**src/assert_macros.svh**
```systemverilog
`ifndef ASSERT_MACROS_SVH
`define ASSERT_MACROS_SVH

// Property must hold at every clock edge outside reset.
`define ASSERT_AT(lbl, clk, rst_n, prop, msg) \
  lbl: assert property (@(posedge clk) disable iff (!rst_n) prop) else $error(msg);

// Condition must never be seen at a clock edge outside reset.
`define ASSERT_NEVER(lbl, clk, rst_n, cond, msg) \
  lbl: assert property (@(posedge clk) disable iff (!rst_n) !(cond)) else $error(msg);

`endif

```
**src/rbao_pkg.sv**
```systemverilog
`timescale 1ns / 1ps
`default_nettype none
package rbao_pkg;

  localparam int unsigned RELAY_COUNT_DEF = 16;
  localparam int unsigned BANK_SLOTS      = 16;

  localparam int unsigned KIND_W    = 3;
  localparam int unsigned IDX_W     = 5;
  localparam int unsigned TMO_W     = 32;
  localparam int unsigned RPT_IDX_W = 4;
  localparam int unsigned CAUSE_W   = 2;
  localparam int unsigned LIMIT_W   = 20;

  localparam logic [LIMIT_W-1:0] AUTO_OFF_MAX = LIMIT_W'(7 * 24 * 60 * 60);

  typedef enum logic [KIND_W-1:0] {
    KIND_SET      = 3'd0,
    KIND_TOGGLE   = 3'd1,
    KIND_AUTO_OFF = 3'd2,
    KIND_SYNC     = 3'd3,
    KIND_TICK     = 3'd4
  } kind_e;

  typedef enum logic [CAUSE_W-1:0] {
    CAUSE_CONFIRM = 2'd0,
    CAUSE_SYNC    = 2'd1,
    CAUSE_EXPIRE  = 2'd2
  } cause_e;

  // One relay entry: auto-off limit and running countdown.
  typedef struct packed {
    logic [LIMIT_W-1:0] limit;
    logic [LIMIT_W-1:0] count;
  } slot_t;

  function automatic int unsigned addr_w(input int unsigned depth);
    return (depth > 1) ? $clog2(depth) : 1;
  endfunction

endpackage
`default_nettype wire

```
**src/rbao_if.sv**
```systemverilog
`timescale 1ns / 1ps
`default_nettype none
interface rbao_cmd_if;
  import rbao_pkg::*;

  logic                valid;
  logic                ready;
  logic [KIND_W-1:0]   kind;
  logic [IDX_W-1:0]    relay_index;
  logic                on_value;
  logic [TMO_W-1:0]    auto_off_secs;

  modport source (output valid, kind, relay_index, on_value, auto_off_secs, input ready);
  modport sink   (input valid, kind, relay_index, on_value, auto_off_secs, output ready);
endinterface

interface rbao_rpt_if;
  import rbao_pkg::*;

  logic                 valid;
  logic                 ready;
  logic [RPT_IDX_W-1:0] report_index;
  logic                 report_on;
  logic [CAUSE_W-1:0]   cause;
  logic                 last;

  modport source (output valid, report_index, report_on, cause, last, input ready);
  modport sink   (input valid, report_index, report_on, cause, last, output ready);
endinterface
`default_nettype wire

```
**src/relay_bank_with_auto_off.sv**
```systemverilog
`timescale 1ns / 1ps
`default_nettype none
`include "assert_macros.svh"
// Relay bank with a per-relay auto-off countdown. Commands arrive one
// transaction at a time on cmd_i; reports leave on rpt_o through an output
// register, so a finished report may wait while the bank moves on. Limits and
// countdowns live in one single-port-read RAM, one entry per relay, read then
// written back; the relay mask sits in flip-flops. Per-entry valid bits make
// unwritten entries read as zero, so no clearing pass follows reset. Set,
// toggle and auto-off read their entry and write it back; an out-of-range
// or unused command returns straight to idle. Sync reports the active relays
// in turn; a tick reads one RAM entry per cycle unless an expiry waits on a
// stalled output. The active relay count, set by cfg_data_i, is all slots (up to 16) or at most 8.
module relay_bank_with_auto_off #(
  parameter int unsigned RELAY_COUNT = rbao_pkg::RELAY_COUNT_DEF
) (
  input  wire logic  clk_i,
  input  wire logic  rst_ni,
  input  wire logic  cfg_we_i,
  input  wire logic  cfg_data_i,
  rbao_cmd_if.sink   cmd_i,
  rbao_rpt_if.source rpt_o
);
  import rbao_pkg::*;

  localparam int unsigned SLOTS = (RELAY_COUNT < BANK_SLOTS) ? RELAY_COUNT : BANK_SLOTS;
  localparam int unsigned N8    = (SLOTS < 8) ? SLOTS : 8;
  localparam int unsigned AW    = addr_w(SLOTS);

  typedef enum logic [2:0] {
    ST_IDLE,
    ST_RMW,
    ST_SYNC,
    ST_TICK,
    ST_FLUSH
  } state_e;

  state_e               state_q, state_d;
  logic                 sixteen_q;
  logic [SLOTS-1:0]     mask_q, mask_d;
  logic [SLOTS-1:0]     vld_q;
  logic                 rd_vld_q;
  logic [KIND_W-1:0]    kind_q, kind_d;
  logic [AW-1:0]        idx_q, idx_d;
  logic                 on_q, on_d;
  logic [LIMIT_W-1:0]   tmo_q, tmo_d;
  logic [AW-1:0]        i_q, i_d;
  logic                 hold_vld_q, hold_vld_d;
  logic [AW-1:0]        hold_idx_q, hold_idx_d;

  logic                 out_vld_q;
  logic [RPT_IDX_W-1:0] out_idx_q;
  logic                 out_on_q;
  cause_e               out_cause_q;
  logic                 out_last_q;

  logic                 push;
  logic [AW-1:0]        push_idx;
  logic                 push_on;
  cause_e               push_cause;
  logic                 push_last;

  logic                 ram_we, ram_re;
  logic [AW-1:0]        ram_waddr, ram_raddr;
  slot_t                ram_wdata, ram_rdata, rd_ent;

  logic [IDX_W-1:0]     act_n, act_last;
  logic                 in_range, slot_free, at_last, now_on, expire;
  logic [LIMIT_W-1:0]   tmo_sat, cd_dec;

  rbao_ram #(
    .WIDTH ($bits(slot_t)),
    .DEPTH (SLOTS)
  ) u_ram (
    .clk_i   (clk_i),
    .we_i    (ram_we),
    .waddr_i (ram_waddr),
    .wdata_i (ram_wdata),
    .re_i    (ram_re),
    .raddr_i (ram_raddr),
    .rdata_o (ram_rdata)
  );

  assign act_n     = sixteen_q ? IDX_W'(SLOTS) : IDX_W'(N8);
  assign act_last  = act_n - IDX_W'(1);
  assign in_range  = cmd_i.relay_index < act_n;
  assign tmo_sat   = (cmd_i.auto_off_secs > TMO_W'(AUTO_OFF_MAX))
                     ? AUTO_OFF_MAX : cmd_i.auto_off_secs[LIMIT_W-1:0];
  assign slot_free = !out_vld_q || rpt_o.ready;
  assign at_last   = IDX_W'(i_q) == act_last;
  assign rd_ent    = rd_vld_q ? ram_rdata : '0;
  assign cd_dec    = rd_ent.count - LIMIT_W'(1);
  assign now_on    = (kind_q == KIND_SET) ? on_q : !mask_q[idx_q];
  assign expire    = (rd_ent.count != '0) && (cd_dec == '0) && (rd_ent.limit != '0)
                     && mask_q[i_q];

  assign cmd_i.ready = (state_q == ST_IDLE);

  always_comb begin
    state_d    = state_q;
    mask_d     = mask_q;
    kind_d     = kind_q;
    idx_d      = idx_q;
    on_d       = on_q;
    tmo_d      = tmo_q;
    i_d        = i_q;
    hold_vld_d = hold_vld_q;
    hold_idx_d = hold_idx_q;
    ram_re     = 1'b0;
    ram_raddr  = i_q;
    ram_we     = 1'b0;
    ram_waddr  = idx_q;
    ram_wdata  = rd_ent;
    push       = 1'b0;
    push_idx   = idx_q;
    push_on    = 1'b0;
    push_cause = CAUSE_CONFIRM;
    push_last  = 1'b1;

    unique case (state_q)
      ST_IDLE: begin
        if (cmd_i.valid) begin
          kind_d = cmd_i.kind;
          idx_d  = cmd_i.relay_index[AW-1:0];
          on_d   = cmd_i.on_value;
          tmo_d  = tmo_sat;
          i_d    = '0;
          unique case (cmd_i.kind)
            KIND_SET, KIND_TOGGLE, KIND_AUTO_OFF: begin
              if (in_range) begin
                ram_re    = 1'b1;
                ram_raddr = cmd_i.relay_index[AW-1:0];
                state_d   = ST_RMW;
              end
            end
            KIND_SYNC: state_d = ST_SYNC;
            KIND_TICK: begin
              ram_re    = 1'b1;
              ram_raddr = '0;
              state_d   = ST_TICK;
            end
            default: state_d = ST_IDLE;
          endcase
        end
      end

      ST_RMW: begin
        if (kind_q == KIND_AUTO_OFF) begin
          if (rd_ent.limit != tmo_q) begin
            ram_we          = 1'b1;
            ram_wdata.limit = tmo_q;
            ram_wdata.count = mask_q[idx_q] ? tmo_q : '0;
          end
          state_d = ST_IDLE;
        end else if (slot_free) begin
          ram_we          = 1'b1;
          ram_wdata.count = now_on ? rd_ent.limit : '0;
          mask_d[idx_q]   = now_on;
          push            = 1'b1;
          push_on         = now_on;
          state_d         = ST_IDLE;
        end
      end

      ST_SYNC: begin
        if (slot_free) begin
          push       = 1'b1;
          push_idx   = i_q;
          push_on    = mask_q[i_q];
          push_cause = CAUSE_SYNC;
          push_last  = at_last;
          i_d        = i_q + AW'(1);
          if (at_last) begin
            state_d = ST_IDLE;
          end
        end
      end

      ST_TICK: begin
        // An expiry waits in the hold stage until the next one, or the end of
        // the sweep, tells whether it is the last report.
        if (!(expire && hold_vld_q && !slot_free)) begin
          if (rd_ent.count != '0) begin
            ram_we          = 1'b1;
            ram_waddr       = i_q;
            ram_wdata.count = cd_dec;
          end
          if (expire) begin
            mask_d[i_q] = 1'b0;
            if (hold_vld_q) begin
              push       = 1'b1;
              push_idx   = hold_idx_q;
              push_cause = CAUSE_EXPIRE;
              push_last  = 1'b0;
            end
            hold_vld_d = 1'b1;
            hold_idx_d = i_q;
          end
          if (at_last) begin
            state_d = ST_FLUSH;
          end else begin
            ram_re    = 1'b1;
            ram_raddr = i_q + AW'(1);
            i_d       = i_q + AW'(1);
          end
        end
      end

      ST_FLUSH: begin
        if (!hold_vld_q) begin
          state_d = ST_IDLE;
        end else if (slot_free) begin
          push       = 1'b1;
          push_idx   = hold_idx_q;
          push_cause = CAUSE_EXPIRE;
          hold_vld_d = 1'b0;
          state_d    = ST_IDLE;
        end
      end

      default: state_d = ST_IDLE;
    endcase
  end

  always_ff @(posedge clk_i or negedge rst_ni) begin
    if (!rst_ni) begin
      state_q    <= ST_IDLE;
      sixteen_q  <= 1'b1;
      mask_q     <= '0;
      vld_q      <= '0;
      rd_vld_q   <= 1'b0;
      hold_vld_q <= 1'b0;
      out_vld_q  <= 1'b0;
      i_q        <= '0;
    end else begin
      state_q    <= state_d;
      mask_q     <= mask_d;
      hold_vld_q <= hold_vld_d;
      i_q        <= i_d;
      if (cfg_we_i) begin
        sixteen_q <= cfg_data_i;
      end
      if (ram_we) begin
        vld_q[ram_waddr] <= 1'b1;
      end
      if (ram_re) begin
        rd_vld_q <= vld_q[ram_raddr];
      end
      if (push) begin
        out_vld_q <= 1'b1;
      end else if (rpt_o.ready) begin
        out_vld_q <= 1'b0;
      end
    end
  end

  always_ff @(posedge clk_i) begin
    kind_q     <= kind_d;
    idx_q      <= idx_d;
    on_q       <= on_d;
    tmo_q      <= tmo_d;
    hold_idx_q <= hold_idx_d;
    if (push) begin
      out_idx_q   <= RPT_IDX_W'(push_idx);
      out_on_q    <= push_on;
      out_cause_q <= push_cause;
      out_last_q  <= push_last;
    end
  end

  assign rpt_o.valid        = out_vld_q;
  assign rpt_o.report_index = out_idx_q;
  assign rpt_o.report_on    = out_on_q;
  assign rpt_o.cause        = out_cause_q;
  assign rpt_o.last         = out_last_q;

  `ASSERT_AT(a_hold_in_tick, clk_i, rst_ni, hold_vld_q |-> (state_q == ST_TICK || state_q == ST_FLUSH), "expiry held outside a tick sweep")
  `ASSERT_NEVER(a_ram_same_entry, clk_i, rst_ni, ram_we && ram_re && (ram_waddr == ram_raddr), "read and write-back hit the same entry")
  `ASSERT_AT(a_expire_off, clk_i, rst_ni, (out_vld_q && out_cause_q == CAUSE_EXPIRE) |-> !out_on_q, "expiry report shows relay on")
  `ASSERT_AT(a_push_free, clk_i, rst_ni, push |-> slot_free, "report pushed over a waiting one")

endmodule
`default_nettype wire

```
**src/rbao_ram.sv**
```systemverilog
`timescale 1ns / 1ps
`default_nettype none
module rbao_ram #(
  parameter int unsigned WIDTH = 40,
  parameter int unsigned DEPTH = 16
) (
  input  wire logic                                   clk_i,
  input  wire logic                                   we_i,
  input  wire logic [rbao_pkg::addr_w(DEPTH)-1:0]     waddr_i,
  input  wire logic [WIDTH-1:0]                       wdata_i,
  input  wire logic                                   re_i,
  input  wire logic [rbao_pkg::addr_w(DEPTH)-1:0]     raddr_i,
  output      logic [WIDTH-1:0]                       rdata_o
);
  import rbao_pkg::*;

  logic [WIDTH-1:0] mem_q [DEPTH];

  always_ff @(posedge clk_i) begin
    if (we_i) begin
      mem_q[waddr_i] <= wdata_i;
    end
    if (re_i) begin
      rdata_o <= mem_q[raddr_i];
    end
  end

endmodule
`default_nettype wire
```
**src/flat_wrapper.sv**
```systemverilog
// flat-port wrapper written by rule: the top's interface ports become plain ports
module relay_bank_with_auto_off_flat import rbao_pkg::*;
#(
  parameter int unsigned RELAY_COUNT = rbao_pkg::RELAY_COUNT_DEF
)
  (clk_i, rst_ni, cfg_we_i, cfg_data_i, cmd_i_valid, cmd_i_kind, cmd_i_relay_index, cmd_i_on_value, cmd_i_auto_off_secs, cmd_i_ready, rpt_o_valid, rpt_o_report_index, rpt_o_report_on, rpt_o_cause, rpt_o_last, rpt_o_ready);
  rbao_cmd_if cmd_i_i ();
  rbao_rpt_if rpt_o_i ();
  input  wire logic clk_i;
  input  wire logic rst_ni;
  input  wire logic cfg_we_i;
  input  wire logic cfg_data_i;
  input wire logic [$bits(cmd_i_i.valid)-1:0] cmd_i_valid;
  input wire logic [$bits(cmd_i_i.kind)-1:0] cmd_i_kind;
  input wire logic [$bits(cmd_i_i.relay_index)-1:0] cmd_i_relay_index;
  input wire logic [$bits(cmd_i_i.on_value)-1:0] cmd_i_on_value;
  input wire logic [$bits(cmd_i_i.auto_off_secs)-1:0] cmd_i_auto_off_secs;
  output wire logic [$bits(cmd_i_i.ready)-1:0] cmd_i_ready;
  output wire logic [$bits(rpt_o_i.valid)-1:0] rpt_o_valid;
  output wire logic [$bits(rpt_o_i.report_index)-1:0] rpt_o_report_index;
  output wire logic [$bits(rpt_o_i.report_on)-1:0] rpt_o_report_on;
  output wire logic [$bits(rpt_o_i.cause)-1:0] rpt_o_cause;
  output wire logic [$bits(rpt_o_i.last)-1:0] rpt_o_last;
  input wire logic [$bits(rpt_o_i.ready)-1:0] rpt_o_ready;
  assign cmd_i_i.valid = cmd_i_valid;
  assign cmd_i_i.kind = cmd_i_kind;
  assign cmd_i_i.relay_index = cmd_i_relay_index;
  assign cmd_i_i.on_value = cmd_i_on_value;
  assign cmd_i_i.auto_off_secs = cmd_i_auto_off_secs;
  assign cmd_i_ready = cmd_i_i.ready;
  assign rpt_o_valid = rpt_o_i.valid;
  assign rpt_o_report_index = rpt_o_i.report_index;
  assign rpt_o_report_on = rpt_o_i.report_on;
  assign rpt_o_cause = rpt_o_i.cause;
  assign rpt_o_last = rpt_o_i.last;
  assign rpt_o_i.ready = rpt_o_ready;
  relay_bank_with_auto_off #(.RELAY_COUNT(RELAY_COUNT)) u_core (.clk_i(clk_i), .rst_ni(rst_ni), .cfg_we_i(cfg_we_i), .cfg_data_i(cfg_data_i), .cmd_i(cmd_i_i), .rpt_o(rpt_o_i));
endmodule
```
**config.mk**
```make
export PLATFORM = sky130hd
export DESIGN_NAME = relay_bank_with_auto_off_flat
export DESIGN_NICKNAME = d
export VERILOG_FILES = /design/src/rbao_pkg.sv /design/src/rbao_if.sv /design/src/relay_bank_with_auto_off.sv /design/src/rbao_ram.sv /design/src/flat_wrapper.sv
export VERILOG_INCLUDE_DIRS = /design/src /design/src/src
export SDC_FILE = /design/constraint.sdc
export NUM_CORES = 1
export LEC_CHECK = 0
export BUFFER_PORTS_ARGS = -buffer_cell sky130_fd_sc_hd__buf_2
export CORE_ASPECT_RATIO = 1.2
export CORE_MARGIN = 2
export CORE_UTILIZATION = 44
export DETAILED_ROUTE_END_ITERATION = 7
export PLACE_DENSITY = 0.73
export SLEW_MARGIN = 5
export SYNTH_ARGS = -nofsm -noshare
export SYNTH_HDL_FRONTEND = slang
export SYNTH_SLANG_ARGS = --single-unit
export TNS_END_PERCENT = 20
```
**constraint.sdc**
```tcl
create_clock -name clk_i -period 6.31 [get_ports clk_i]
set_clock_uncertainty 0.15 [all_clocks]
set_input_delay 0.631 -clock clk_i [delete_from_list [all_inputs] [get_ports clk_i]]
set_output_delay 0.631 -clock clk_i [all_outputs]
set_load 0.01 [all_outputs]
```
==> impl_metrics.py <==
metrics = {
    "run_status": {
        "status": "completed",
    },
    "critical_path": {
        "start_kind": "flop",
        "ff2ff_setup_slack_ns": 0.79,
        "crit_fanout": 22,
        "required_ns": 6.52,
        "crit_arrival_ns": 5.73,
        "worstSetupPathType": "flop to flop",
        "cp-end-kind": "flop",
    },
    "synthesis": {
        "postSynthAreaPerCell_um2": 15.3,
        "syn-num-nets": 2334,
        "synth_area_um2": 34800,
        "yosys.area.top_type": "edfxtp_1",
        "ys.flop_type": "edfxtp_1",
        "synth.distinct_cells": 96,
        "synth_top_area_frac": 0.621,
        "yosys_register_bits": 763,
        "synth.area.top_cells": "edfxtp_1 (62%), mux2i_1 (18%), dfrtp_1 (3.0%)",
        "synth_seq_area_share": 0.652,
        "synth_edf_count": 720,
        "synth.most_common_cell": "edfxtp_1",
        "synth_cells": 2280,
        "yosys_warnings": 0,
        "async_flop_share": 0.0564,
        "netlist_top_cells_count": "edfxtp_1 (720), mux2i_1 (615), nand2_1 (121), o21ai_0 (119), nor2_1 (73)",
    },
    "cells_and_area": {
        "fill_cells": 6399,
        "multi_input_area_um2": 10900,
        "drive_gt1_frac": 0.140,
        "fin_nets": 2457,
        "area_growth_pct": 12.1,
        "final_util": 0.500,
        "regArea_um2": 22700,
    },
    "sta": {
        "tns_ns": 0,
        "layout_min_cycle_time_ns": 5.52,
        "setup_ws_ns": 0.790,
        "worstMarginPinSlew_ns": 1.26,
        "final_max_slew_viol_count": 0,
        "hold_slack_ns": 0.00392,
        "clock.fmax_mhz": 181,
        "finalCritPeriodShare": 0.875,
        "rsz0062_at_grt": "false",
        "relSlewSlack": 0.158,
        "hold_viol": 0,
        "setup_viol": 0,
    },
    "floorplanning": {
        "dieArea_um2": 81300,
        "coreArea_um2": 78100,
        "io_pins": 57,
        "rows": 112,
        "fp.dieH_um": 312,
        "start_util": 0.446,
        "die_x_um": 261,
    },
    "global_routing": {
        "grt.overflow.total": 0,
        "grt_max_degree": 59,
        "antenna_found_initial": 0,
        "grt_first_pass_wirelength_um": 130000,
        "grt.total_usage": 0.214,
        "first_global_vias": 20643,
    },
    "clock_tree": {
        "cts_buffers": 77,
        "clk_latency_ns": 0.67,
        "cts_tree": "done",
        "cts.sinks": 763,
        "cts.path.max_buffers": 3,
        "root_buffer": "clkbuf_16",
        "h-tree-depth": 3,
        "clk_pin_slew_worst_paths_ns": 0.06,
        "cts_resized": 0,
    },
    "flow_run": {
        "maxCapViolations": 0,
    },
    "routing": {
        "vias_per_cell": 5.83,
        "wirelength_um": 87600,
        "vias": 20370,
        "dr.pass1.iters": 5,
        "ant_nets": 0,
        "first_iter_violations": 2152,
        "wire_per_inst_um": 25.1,
        "drc_errors": 0,
    },
    "placed_design": {
        "dpl_worst_slack_ns": 0.901,
        "hpwl_um": 55000,
        "port_buffers": 56,
        "gp_congestion": 0.913,
    },
    "power": {
        "p_per_area_nw_per_um2": 493,
        "ir_drop_v": 0.000257,
        "p_leak_uw": 0.0131,
    },
    "hold_path": {
        "hp-class": "input port to asynchronous set/reset pin",
    },
}
cell families (layout without fill, tap and decap cells):
family / after synthesis / after routing / synth area share
muxes: 629 / 629 / 0.185
DFF: 763 / 763 / 0.652
and+or+nand+nor: 373 / 373 / 0.0550
xor gates and xnor gates: 15 / 15 / 0.00378
buffers and inverters: 165 / 351 / 0.0393
other: 0 / 1 / 0
AOI/OAI and AO/OA: 328 / 328 / 0.0620
adders and majority gates: 7 / 7 / 0.00252
path summary, 6_finish.rpt:
path / to / depth (start not counted) / from
setup / recovery: u_core.u_ram.mem_q[13][8]$_DFFE_PP_ / 12 / u_core.u_ram.rdata_o[5]$_DFFE_PP_
max in group asynchronous: u_core.rd_vld_q$_DFFE_PN0P_ / 1 / rst_ni
min in group clk_i: u_core.sixteen_q$_DFFE_PN1P_ / 3 / cfg_data_i
hold / removal: u_core.state_q[1]$_DFFE_PN0P_ / 1 / rst_ni
hold reg to reg: u_core.vld_q[0]$_DFFE_PN0P_ / 1 / u_core.vld_q[0]$_DFFE_PN0P_
setup reg to reg: u_core.u_ram.mem_q[13][8]$_DFFE_PP_ / 12 / u_core.u_ram.rdata_o[5]$_DFFE_PP_
stage by stage:
| stage | instances | instance area [um2] | power, uW |
|---|---|---|---|
| finish | 3493 | 39000 | 19200 |
| CTS | 3492 | 39000 | 19300 |
| detailed placement | 3346 | 36500 | 14900 |
| global placement | 3346 | 36500 | 14700 |
| global route | 3492 | 39000 | 20100 |
| floorplan | 2280 | 34800 | 13100 |
final cells by class:
class	instances	share of cell area
sequential	763	0.582
tap	1026	0.0329
multi-input combinational	1352	0.280
clock inverter	44	0.0112
timing repair buffer	173	0.0390
antenna	1	0.0000642
clock buffer	98	0.0517
inverter	36	0.00347
metal layers:
| metal | share of wire | global-route usage | routed length, um | up-vias |
|---|---|---|---|---|
| li1 | - | - | - | 9110 |
| met1 | 0.40 | 0.272 | 35100 | 10329 |
| met2 | 0.50 | 0.364 | 43800 | 752 |
| met3 | 0.056 | 0.0295 | 4950 | 179 |
| met4 | 0.042 | 0.0940 | 3710 | 0 |
| met5 | 0 | 0 | 0 | - |
flip-flops by register name (all words and copies together), names as in the netlist, 4 cells and up:
| register | count |
|---|---|
| u_core.i_q | 4 |
| u_core.idx_q | 4 |
| u_core.tmo_q | 20 |
| u_core.u_ram.mem_q | 640 |
| u_core.rpt_o.report_index | 4 |
| u_core.u_ram.rdata_o | 40 |
| u_core.vld_q | 16 |
| u_core.hold_idx_q | 4 |
| u_core.mask_q | 16 |
placed cells by master, fill, tap and decap left out, types with 29 or more instances in the layout:
cell type / netlist / final
a21oi_1: 46 / 46
a32oi_1: 29 / 29
buf_2: 21 / 56
buf_4: 1 / 85
clkbuf_16: 0 / 77
dfrtp_1: 42 / 41
edfxtp_1: 720 / 720
inv_1: 34 / 34
mux2i_1: 615 / 614
nand2_1: 121 / 120
nand3_1: 37 / 36
nor2_1: 73 / 57
o21ai_0: 119 / 117
report_power, final:
group	internal (uW)	switching, uW	leakage (uW)	total [uW]
Clock	2430	1970	0.00119	4400
Combinational	2960	4550	0.00475	7510
Sequential	6880	450	0.00713	7330
Total	12300	6970	0.0131	19200
worst max-delay path: stages, from the launching register on:
cell	delay [ns]
edfxtp_1	0.50
or4_4	0.62
or4_4	0.60
or4_1	0.55
and3_4	0.22
and4b_4	0.23
a21oi_2	0.40
nand2_1	0.34
buf_4	0.28
and3_1	0.19
a21oi_2	0.49
nor2_4	0.33
buf_4	0.30
what timing repair did:
item                                   4_1_cts  5_1_grt
endpoints found under the hold margin        4        0
hold buffers                                 4        0
buffers inserted                             0        0
(Power assumes the default switching activity.)
